## src/hdl/yuyv_to_bgra_framebuffer_writer_top_assert.svh

```systemverilog
// assertion macros for the yuyv to bgra framebuffer writer
`ifndef YUYV_TO_BGRA_FRAMEBUFFER_WRITER_TOP_ASSERT_SVH
`define YUYV_TO_BGRA_FRAMEBUFFER_WRITER_TOP_ASSERT_SVH

// same-cycle implication, checked out of reset
`define YBFW_ASSERT_NOW(label, ante, cons) \
    label: assert property (@(posedge clk) disable iff (!rst_n) (ante) |-> (cons)) \
        else $error("ybfw same-cycle check failed");

// next-cycle implication, checked out of reset
`define YBFW_ASSERT_NEXT(label, ante, cons) \
    label: assert property (@(posedge clk) disable iff (!rst_n) (ante) |=> (cons)) \
        else $error("ybfw next-cycle check failed");

`endif

```

## src/hdl/ybfw_pkg.sv

```systemverilog
// shared types, constants and color conversion for the framebuffer writer
package ybfw_pkg;

    localparam int COORD_BITS_DEFAULT = 12;
    localparam int CFG_COORD_W        = 12;
    localparam int CFG_BPP_W          = 3;
    localparam int CFG_LINE_W         = 14;
    localparam int CFG_DATA_W         = 14;
    localparam int CFG_INDEX_W        = 3;
    localparam int ADDR_W             = 28;

    typedef enum logic [CFG_INDEX_W-1:0] {
        REG_FRAME_WIDTH     = 3'd0,
        REG_FRAME_HEIGHT    = 3'd1,
        REG_ORIGIN_X        = 3'd2,
        REG_ORIGIN_Y        = 3'd3,
        REG_PAN_X           = 3'd4,
        REG_PAN_Y           = 3'd5,
        REG_BYTES_PER_PIXEL = 3'd6,
        REG_LINE_BYTES      = 3'd7
    } cfg_reg_t;

    localparam logic [CFG_COORD_W-1:0] RST_FRAME_WIDTH  = 12'd640;
    localparam logic [CFG_COORD_W-1:0] RST_FRAME_HEIGHT = 12'd480;
    localparam logic [CFG_COORD_W-1:0] RST_ORIGIN_X     = 12'd100;
    localparam logic [CFG_COORD_W-1:0] RST_ORIGIN_Y     = 12'd100;
    localparam logic [CFG_COORD_W-1:0] RST_PAN_X        = 12'd0;
    localparam logic [CFG_COORD_W-1:0] RST_PAN_Y        = 12'd0;
    localparam logic [CFG_BPP_W-1:0]   RST_BPP          = 3'd4;
    localparam logic [CFG_LINE_W-1:0]  RST_LINE_BYTES   = 14'd4096;

    // bt.601 integer coefficients
    localparam logic signed [19:0] C_Y   = 20'sd298;
    localparam logic signed [19:0] C_RV  = 20'sd409;
    localparam logic signed [19:0] C_GU  = 20'sd100;
    localparam logic signed [19:0] C_GV  = 20'sd208;
    localparam logic signed [19:0] C_BU  = 20'sd516;
    localparam logic signed [19:0] C_RND = 20'sd128;

    typedef struct packed {
        logic [7:0] luma_first;
        logic [7:0] chroma_blue;
        logic [7:0] luma_second;
        logic [7:0] chroma_red;
    } yuyv_in_t;

    typedef struct packed {
        logic [ADDR_W-1:0] fb_address;
        logic [7:0]        blue_first;
        logic [7:0]        green_first;
        logic [7:0]        red_first;
        logic [7:0]        blue_second;
        logic [7:0]        green_second;
        logic [7:0]        red_second;
        logic              frame_end;
    } bgra_out_t;

    typedef struct packed {
        logic [7:0] blue;
        logic [7:0] green;
        logic [7:0] red;
    } bgr_t;

    // floor shift by 8, then clamp to 0..255
    function automatic logic [7:0] shift_clamp(input logic signed [19:0] acc);
        logic signed [11:0] s;
        s = 12'(acc >>> 8);
        if (s < 12'sd0)
            return 8'd0;
        else if (s > 12'sd255)
            return 8'd255;
        else
            return s[7:0];
    endfunction

    function automatic bgr_t convert_pixel(input logic [7:0] y, input logic [7:0] cb,
                                           input logic [7:0] cr);
        logic signed [7:0]  u8;
        logic signed [7:0]  v8;
        logic signed [19:0] yy;
        logic signed [19:0] uu;
        logic signed [19:0] vv;
        bgr_t               p;
        // subtracting 128 from a byte flips its top bit
        u8 = signed'({~cb[7], cb[6:0]});
        v8 = signed'({~cr[7], cr[6:0]});
        yy = signed'({12'd0, y});
        uu = 20'(u8);
        vv = 20'(v8);
        p.blue  = shift_clamp(yy * C_Y + uu * C_BU + C_RND);
        p.green = shift_clamp(yy * C_Y - uu * C_GU - vv * C_GV + C_RND);
        p.red   = shift_clamp(yy * C_Y + vv * C_RV + C_RND);
        return p;
    endfunction

endpackage

```

## src/hdl/yuyv_to_bgra_framebuffer_writer_top.sv

```systemverilog
// an accepted request passes through the stage 1 registers and result_reg to out_data
// throughput: one macropixel per cycle unless stalled; two-register pipeline with no loop
// the position counters update on input accept; address multiply and color math run in stage 2
// reset clears valids and counters and loads the configuration defaults
// output stalls back up through stage 1 to in_ready
module yuyv_to_bgra_framebuffer_writer_top
    import ybfw_pkg::*;
#(
    parameter int COORD_BITS = COORD_BITS_DEFAULT
) (
    input  logic                   clk,
    input  logic                   rst_n,
    input  logic                   in_valid,
    output logic                   in_ready,
    input  yuyv_in_t               in_data,
    output logic                   out_valid,
    input  logic                   out_ready,
    output bgra_out_t              out_data,
    input  logic                   cfg_we,
    input  logic [CFG_INDEX_W-1:0] cfg_index,
    input  logic [CFG_DATA_W-1:0]  cfg_data
);

    localparam int WIDE_W = (COORD_BITS > CFG_COORD_W) ? COORD_BITS : CFG_COORD_W;
    localparam int CMP_W  = WIDE_W + 1;
    localparam int SCR_W  = WIDE_W + 2;
    localparam int PX_W   = SCR_W + CFG_BPP_W;
    localparam int PY_W   = SCR_W + CFG_LINE_W;

    // configuration
    logic [CFG_COORD_W-1:0] frame_width_reg;
    logic [CFG_COORD_W-1:0] frame_height_reg;
    logic [CFG_COORD_W-1:0] origin_x_reg;
    logic [CFG_COORD_W-1:0] origin_y_reg;
    logic [CFG_COORD_W-1:0] pan_x_reg;
    logic [CFG_COORD_W-1:0] pan_y_reg;
    logic [CFG_BPP_W-1:0]   bpp_reg;
    logic [CFG_LINE_W-1:0]  line_bytes_reg;

    always_ff @(posedge clk or negedge rst_n)
    begin
        if (!rst_n)
        begin
            frame_width_reg  <= RST_FRAME_WIDTH;
            frame_height_reg <= RST_FRAME_HEIGHT;
            origin_x_reg     <= RST_ORIGIN_X;
            origin_y_reg     <= RST_ORIGIN_Y;
            pan_x_reg        <= RST_PAN_X;
            pan_y_reg        <= RST_PAN_Y;
            bpp_reg          <= RST_BPP;
            line_bytes_reg   <= RST_LINE_BYTES;
        end
        else if (cfg_we)
        begin
            unique case (cfg_reg_t'(cfg_index))
                REG_FRAME_WIDTH:     frame_width_reg  <= cfg_data[CFG_COORD_W-1:0];
                REG_FRAME_HEIGHT:    frame_height_reg <= cfg_data[CFG_COORD_W-1:0];
                REG_ORIGIN_X:        origin_x_reg     <= cfg_data[CFG_COORD_W-1:0];
                REG_ORIGIN_Y:        origin_y_reg     <= cfg_data[CFG_COORD_W-1:0];
                REG_PAN_X:           pan_x_reg        <= cfg_data[CFG_COORD_W-1:0];
                REG_PAN_Y:           pan_y_reg        <= cfg_data[CFG_COORD_W-1:0];
                REG_BYTES_PER_PIXEL: bpp_reg          <= cfg_data[CFG_BPP_W-1:0];
                REG_LINE_BYTES:      line_bytes_reg   <= cfg_data[CFG_LINE_W-1:0];
                default:             ;
            endcase
        end
    end

    // handshake and pipeline control
    logic s1_valid_reg;
    logic out_valid_reg;
    logic s1_advance;
    logic in_accept;

    assign s1_advance = !out_valid_reg || out_ready;
    assign in_ready   = !s1_valid_reg || s1_advance;
    assign in_accept  = in_valid && in_ready;

    // position counters
    logic [COORD_BITS-1:0] col_reg;
    logic [COORD_BITS-1:0] col_next;
    logic [COORD_BITS-1:0] row_reg;
    logic [COORD_BITS-1:0] row_next;
    logic                  row_end;
    logic                  frame_end_now;

    assign row_end = (CMP_W'(col_reg) + CMP_W'(2)) >= CMP_W'(frame_width_reg);
    assign frame_end_now = row_end &&
                           ((CMP_W'(row_reg) + CMP_W'(1)) >= CMP_W'(frame_height_reg));

    always_comb
    begin
        col_next = col_reg;
        row_next = row_reg;
        if (frame_end_now)
        begin
            col_next = '0;
            row_next = '0;
        end
        else if (row_end)
        begin
            col_next = '0;
            row_next = row_reg + COORD_BITS'(1);
        end
        else
        begin
            col_next = col_reg + COORD_BITS'(2);
        end
    end

    always_ff @(posedge clk or negedge rst_n)
    begin
        if (!rst_n)
        begin
            col_reg <= '0;
            row_reg <= '0;
        end
        else if (in_accept)
        begin
            col_reg <= col_next;
            row_reg <= row_next;
        end
    end

    // stage 1: captured pixel data and screen coordinates
    yuyv_in_t         s1_data_reg;
    logic [SCR_W-1:0] s1_xs_reg;
    logic [SCR_W-1:0] s1_ys_reg;
    logic             s1_frame_end_reg;

    always_ff @(posedge clk or negedge rst_n)
    begin
        if (!rst_n)
            s1_valid_reg <= 1'b0;
        else if (in_ready)
            s1_valid_reg <= in_valid;
    end

    always_ff @(posedge clk)
    begin
        if (in_accept)
        begin
            s1_data_reg      <= in_data;
            s1_xs_reg        <= SCR_W'(origin_x_reg) + SCR_W'(pan_x_reg) + SCR_W'(col_reg);
            s1_ys_reg        <= SCR_W'(origin_y_reg) + SCR_W'(pan_y_reg) + SCR_W'(row_reg);
            s1_frame_end_reg <= frame_end_now;
        end
    end

    // stage 2: address and color conversion
    logic [PX_W-1:0] addr_x;
    logic [PY_W-1:0] addr_y;
    bgr_t            pix_first;
    bgr_t            pix_second;
    bgra_out_t       result_next;
    bgra_out_t       result_reg;

    assign addr_x     = PX_W'(s1_xs_reg) * PX_W'(bpp_reg);
    assign addr_y     = PY_W'(s1_ys_reg) * PY_W'(line_bytes_reg);
    assign pix_first  = convert_pixel(s1_data_reg.luma_first, s1_data_reg.chroma_blue,
                                      s1_data_reg.chroma_red);
    assign pix_second = convert_pixel(s1_data_reg.luma_second, s1_data_reg.chroma_blue,
                                      s1_data_reg.chroma_red);

    always_comb
    begin
        result_next.fb_address   = ADDR_W'(addr_x) + ADDR_W'(addr_y);
        result_next.blue_first   = pix_first.blue;
        result_next.green_first  = pix_first.green;
        result_next.red_first    = pix_first.red;
        result_next.blue_second  = pix_second.blue;
        result_next.green_second = pix_second.green;
        result_next.red_second   = pix_second.red;
        result_next.frame_end    = s1_frame_end_reg;
    end

    always_ff @(posedge clk or negedge rst_n)
    begin
        if (!rst_n)
            out_valid_reg <= 1'b0;
        else if (s1_advance)
            out_valid_reg <= s1_valid_reg;
    end

    always_ff @(posedge clk)
    begin
        if (s1_advance && s1_valid_reg)
            result_reg <= result_next;
    end

    assign out_valid = out_valid_reg;
    assign out_data  = result_reg;

    // checks
`include "yuyv_to_bgra_framebuffer_writer_top_assert.svh"

    `YBFW_ASSERT_NOW(a_col_even, 1'b1, !col_reg[0])
    `YBFW_ASSERT_NEXT(a_frame_wrap, in_accept && frame_end_now, col_reg == '0 && row_reg == '0)
    `YBFW_ASSERT_NOW(a_stall_cause, s1_valid_reg && !in_ready, out_valid_reg && !out_ready)

endmodule
```

## config.mk

```make
export PLATFORM = sky130hd
export DESIGN_NAME = yuyv_to_bgra_framebuffer_writer_top
export DESIGN_NICKNAME = d
export VERILOG_FILES = /design/src/hdl/ybfw_pkg.sv /design/src/hdl/yuyv_to_bgra_framebuffer_writer_top.sv
export VERILOG_INCLUDE_DIRS = /design/src /design/src/hdl
export SDC_FILE = /design/constraint.sdc
export NUM_CORES = 1
export LEC_CHECK = 0
export BUFFER_PORTS_ARGS = -buffer_cell sky130_fd_sc_hd__buf_2
export CAP_MARGIN = 15
export CORE_ASPECT_RATIO = 1.5
export CORE_MARGIN = 2
export CORE_UTILIZATION = 60
export DETAILED_ROUTE_END_ITERATION = 8
export PLACE_DENSITY = 0.78
export RECOVER_POWER = 100
export SLEW_MARGIN = 10
export SYNTH_ARGS = -nofsm -noshare
export SYNTH_HDL_FRONTEND = slang
export SYNTH_SLANG_ARGS = --single-unit
```

## constraint.sdc

```tcl
create_clock -name clk -period 11.9 [get_ports clk]
set_input_delay 1.19 -clock clk [delete_from_list [all_inputs] [get_ports clk]]
set_output_delay 1.19 -clock clk [all_outputs]
set_load 0.01 [all_outputs]
```

## After elaboration in Yosys (flattened, before gate mapping)

Cells that the tools add are included.

- Register bits after elaboration: 253
- Bits in latches: 0
- Bits in writable memories: 0
- ROM bits: 0
- Input port bits: 54
- Output and inout port bits: 79
- Memories: 0

- Add/subtract/negate cells: 23
- Multiply operators: 8
- Div/mod/pow operators: 0
- $lt $le $gt $ge: 14
- Equality and inequality tests: 7
- Shift operators: 0
- Mux-type cells: 10
- Bitwise gates (word level): 2
- Reductions and logical operators: 18

Operators by type and width:

| kind | number |
|---|---|
| 20-bit by 9-bit adder with 20-bit output, second input constant | 5 |
| 12-bit by 9-bit greater-than comparator with 1-bit output, second input constant | 6 |
| 12-bit by 1-bit less-than comparator with 1-bit output, second input constant | 6 |
| 12-bit two-way mux | 4 |
| 8-bit two-way mux | 6 |
| 18-bit by 19-bit adder with 20-bit output | 2 |
| 19-bit by 17-bit subtractor with 20-bit output | 2 |
| 18-bit by 18-bit adder with 19-bit output | 2 |
| 18-bit by 16-bit subtractor with 19-bit output | 2 |
| 8-bit by 8-bit multiplier with 16-bit output, second input constant | 2 |
| 13-bit by 12-bit adder with 14-bit output | 2 |
| 17-bit by 28-bit adder with 28-bit output | 1 |
| 14-bit by 14-bit multiplier with 28-bit output | 1 |
| 12-bit by 12-bit adder with 13-bit output | 2 |
| 13-bit by 12-bit greater-or-equal comparator with 1-bit output | 2 |
| 19-bit by 9-bit adder with 20-bit output, second input constant | 1 |
| 8-bit by 10-bit multiplier with 18-bit output, second input constant | 1 |
| 2-bit AND reduction | 9 |
| 14-bit by 3-bit multiplier with 17-bit output | 1 |
| 8-bit by 9-bit multiplier with 17-bit output, second input constant | 1 |
| 8-bit by 6-bit multiplier with 14-bit output, second input constant | 1 |
| 12-bit by 1-bit adder with 13-bit output, second input constant | 1 |
| 12-bit by 2-bit adder with 13-bit output, second input constant | 1 |
| 8-bit by 5-bit multiplier with 13-bit output, second input constant | 1 |
| 11 further kinds | 20 |

## Logic depth before layout (Yosys ltp)

- Word-level depth: 7
- Depth in mapped cells: 29
- Mapped depth without buffers: 29

## Worst setup path after synthesis

No wires, ideal clock.

- Kind: register to register
- From: register s1_data_reg[18] (netlist name)
- To: register result_reg, in the netlist out_data[39] (data pin)
- Arrival: 6.115 ns
- Required time: 11.623 ns
- Slack: 5.508 ns
- Stages on the path, launching flop included: 25
- Path buffers: 0
- Cells stage by stage: edfxtp_1 > ha_1 > inv_1 > fa_1 > inv_1 > ha_1 > ha_1 > inv_1 > fa_1 > inv_1 > a21oi_1 > o21ai_0 > a21oi_1 > o21bai_1 > a21o_1 > a21o_1 > xnor2_1 > fa_1 > ha_1 > ha_1 > a21o_1 > a31o_1 > or4_1 > a31oi_4 > a21oi_1

- Word-level cells in the longest chain between the ends: 6
- Elaborated cells on any way between the ends: 7

Ends and longest elaborated chain:

| what | line | RTL |
|---|---|---|
| start: declaration | yuyv_to_bgra_framebuffer_writer_top.sv:126 | `yuyv_in_t s1_data_reg;` |
| start signal: assignment | yuyv_to_bgra_framebuffer_writer_top.sv:143 | `s1_data_reg <= in_data;` |
| 8-bit by 6-bit multiplier with 14-bit output * | ybfw_pkg.sv:91 | `p.green = shift_clamp(yy * C_Y - uu * C_GU - vv * C_GV + C_RND);` |
| 18-bit by 16-bit subtractor with 19-bit output * | ybfw_pkg.sv:91 |  |
| 19-bit by 17-bit subtractor with 20-bit output * | ybfw_pkg.sv:91 |  |
| 20-bit by 9-bit adder with 20-bit output * | ybfw_pkg.sv:91 |  |
| 12-bit by 9-bit greater-than comparator with 1-bit output | ybfw_pkg.sv:70 | `else if (s > 12'sd255)` |
| 8-bit two-way mux | ybfw_pkg.sv:70 |  |
| end signal: assignment | yuyv_to_bgra_framebuffer_writer_top.sv:188 | `result_reg <= result_next;` |
| end: declaration | yuyv_to_bgra_framebuffer_writer_top.sv:156 | `bgra_out_t result_reg;` |

Every way passes the cells marked *; elsewhere a longest branch is shown, timed or not.
A chain may end at the register's enable or synchronous reset.

## Final worst setup path

- From: register s1_data_reg[6] (netlist name)
- To: register result_reg, in the netlist out_data[30] (data pin)

- Word-level cells in the longest chain between the ends: 5
- Elaborated cells on any way between the ends: 6

Ends and longest elaborated chain:

| what | line | RTL |
|---|---|---|
| 8-bit by 10-bit multiplier with 18-bit output * | ybfw_pkg.sv:92 | `p.red = shift_clamp(yy * C_Y + vv * C_RV + C_RND);` |
| 18-bit by 18-bit adder with 19-bit output * | ybfw_pkg.sv:92 |  |
| 20-bit by 9-bit adder with 20-bit output * | ybfw_pkg.sv:92 |  |
| 12-bit by 9-bit greater-than comparator with 1-bit output | ybfw_pkg.sv:70 |  |
| 8-bit two-way mux | ybfw_pkg.sv:70 |  |

Marked as above.

==> flow_summary_export.csv <==
group,metric,value,unit
global_route,use_met3,3.13,%
clock_tree,cts.clk_slew.worst_paths,0.06,ns
yosys,synth_nets,3697,
worst_setup_path,cp-end-kind,"flop",
yosys,synth-seq-area-share,24.1,%
die,die_area,50300,um2
yosys,synth.largest_area_cell,"ha_1",
yosys,synth-async-reset-ratio,45.2,%
yosys,synthCells,2859,
clock_tree,h-tree-depth,1,
yosys,synth_edf_count,138,
worst_setup_path,worstPathArrival,8.10,ns
placed_design,gp_congestion,0.937,
clock_tree,cts_resized,0,
global_route,use_met1,30.3,%
final_layout,layout-drive-gt1-share,7.04,%
sta,finClkSkew,0.0173,ns
global_route,grt.busiest_layer,"met2",
final_layout,seqCellArea,7010,um2
global_route,grt_remaining_overflow,0,
final_layout,nFillCells,3811,
sta,fin_crit_sh,65.6,%
worst_setup_path,cp_max_fo,8,
die,rows,98,
clock_tree,cts-hold-fix-buffers,0,
final_layout,largest_reg_flops,77,
yosys,synthDistinctLibCells,82,
worst_setup_path,criticalPathCategory,"flop to flop",
die,initial_core_util,60.9,%
global_route,antenna_found_initial,0,
worst_hold_path,min_path_type,"flop to flop",
drt,dr.pass1.iters,5,
die,io_pins,133,
sta,finalSetupViolations,0,
clock_tree,cts.sinks,252,
yosys,synth_ff_type,"edfxtp_1",
outcome,status,"finished with violations",
yosys,synth.cell_area,29100,um2
clock_tree,cts_root_buf,"clkbuf_16",
drt,drt.antenna.violating_nets,0,
final_layout,diodes,0,
yosys,synth-seq-cells,252,
sta,drv_slew,299,
clock_tree,cts_buffers,28,
clock_tree,cts_setup_buffers,0,
worst_setup_path,start_kind,"flop",
drt,finalWirelength,68400,um
worst_setup_path,required,12.20,ns
yosys,yosys_warnings,0,
final_layout,nets,3826,
global_route,grt_pass1_wl,111000,um
final_layout,multi_input_area,19900,um2
drt,routed_via_density,5.70,
sta,min_period,7.80,ns
drt,wl_per_cell,19.0,um
clock_tree,clk-insertion-delay-late,0.60,ns
global_route,grt_start_max_net_pins,60,
placed_design,dp_hpwl,55800,um
placed_design,port_buffers,132,
yosys,synth_most_common_cell,"inv_1",
global_route,grt_pass1_vias,22300,
global_route,gr-usage-all-layers,28.1,%
clock_tree,tritoncts,"yes",
yosys,synth_top_area_share,21.6,%
drt,vias,20600,
yosys,ys_top_cells_by_count,"532 x inv_1, 503 x ha_1, 281 x fa_1, 218 x nand2_1, 138 x edfxtp_1",
outcome,failed_checks,"max-capacitance violations, max-slew violations",
sta,hold_violations,0,
die,core,47800,um2
final_layout,synthToLayoutAreaGrowth,7.26,%
sta,fmax,128,MHz
sta,tns,0,ns
die,dieHeight,274,um
global_route,use_met2,52.5,%
run,max_cap_violations,7,
sta,slew_headroom,-112,%
drt,drc,0,
die,die_w,184,um
clock_tree,clk_path_buf_depth,3,
yosys,synth_area_leaders,"ha_1 22%, fa_1 19%, edfxtp_1 14%, dfrtp_1 8.6%, inv_1 6.9%",
drt,drt_iter0_markers,768,
yosys,avgSynthCellArea,10.2,um2
sta,worst_slew_pin_slew,3.17,ns
sta,grt_setup_unrepaired,"no",
## cells in the final DEF, fill, tap and decap left out, types with 7 or more instances in the layout
cell	n
a211oi_1	10
a21o_1	53
a21oi_1	121
a22o_1	7
and2_0	10
and2_1	91
and3_1	11
buf_2	49
buf_4	8
clkbuf_1	93
clkbuf_16	29
dfrtp_1	100
dfstp_2	13
edfxtp_1	138
fa_1	281
ha_1	503
inv_1	532
mux2_2	69
nand2_1	218
nand2b_1	21
nand3_1	32
nand3b_1	7
nand4_1	10
nor2_1	73
nor2b_1	24
nor3_1	16
o21a_1	51
o21ai_0	115
o21bai_1	30
or3_1	8
xnor2_1	113
xor2_1	54
## layout make-up
| class | instances | share of cell area (%) |
|---|---|---|
| multi-input combinational | 2026 | 63.6 |
| tap | 600 | 2.40 |
| clock buffer | 35 | 2.46 |
| inverter | 534 | 6.43 |
| sequential | 252 | 22.5 |
| timing repair buffer | 146 | 2.05 |
| clock inverter | 17 | 0.593 |
## worst paths after layout
| path | startpoint | endpoint | slack (ns) | depth (start not counted) |
|---|---|---|---|---|
| max in group asynchronous | rst_n | origin_x_reg[7]$_DFFE_PN0P_ | 6.17 | 2 |
| worst min register to register | s1_valid_reg$_DFFE_PN0N_ | out_valid$_DFFE_PN0P_ | 0.49 | 1 |
| worst min-delay path | s1_valid_reg$_DFFE_PN0N_ | out_valid$_DFFE_PN0P_ | 0.49 | 1 |
| worst max register to register | s1_data_reg[6]$_DFFE_PP_ | out_data[30]$_SDFFCE_PN0P_ | 4.10 | 27 |
| min in group asynchronous | rst_n | line_bytes_reg[13]$_DFFE_PN0P_ | 1.65 | 1 |
| worst max-delay path | s1_data_reg[6]$_DFFE_PP_ | out_data[30]$_SDFFCE_PN0P_ | 4.10 | 27 |
## routing by layer
metal | wire (um) | vias to the layer above
li1 | - | 9716
met1 | 25500 | 10100
met2 | 36000 | 507
met3 | 2500 | 228
met4 | 4480 | 0
met5 | 0 | -
## through the flow
step                      setup slack [ns]  cell area [um2]  hold WS (ns)  instances  util [%]
final                                 4.10            31200         0.493       3610      65.3
after global routing                  3.59            31200         0.501       3610      65.3
after CTS                             4.81            31400         0.501       3609      65.7
after detailed placement              4.83            30400         0.485       3557      63.7
after global placement                4.89            30400         0.471       3557      63.7
after floorplan                       5.51            29100         0.400       2859         -
## worst max-delay path, cell delays in order (launching register included)
cell and delay [ns]:
edfxtp_1 0.58, inv_1 0.22, fa_1 0.55, inv_1 0.07
fa_1 0.50, inv_1 0.05, fa_1 0.48, fa_1 0.55
inv_1 0.05, ha_1 0.30, o21a_1 0.13, o31a_1 0.17
nor2_1 0.05, nor2_1 0.09, nor2_1 0.06, xnor2_1 0.26
ha_1 0.39, a21oi_1 0.17, nor2b_1 0.06, o21ai_0 0.20
o311ai_0 0.16, a211o_1 0.31, and4bb_1 0.29, nor4b_1 0.54
mux2i_1 0.27, nor2_1 0.07, a211oi_1 0.76, a21oi_1 0.15
## kinds of logic after synthesis
group | after synthesis | share of synthesized area, %
AO/OA/AOI/OAI | 458 | 10.4
flip-flops | 252 | 24.1
multiplexers | 72 | 2.77
adder cells (fa/ha/maj) | 784 | 40.9
AND/OR/NAND/NOR | 544 | 9.21
buffers and inverters | 581 | 7.55
XOR/XNOR | 168 | 5.08
Power is left out: the tool's default activity adds up to more than one toggle a clock period on the data nets, which glitch-free logic cannot reach.
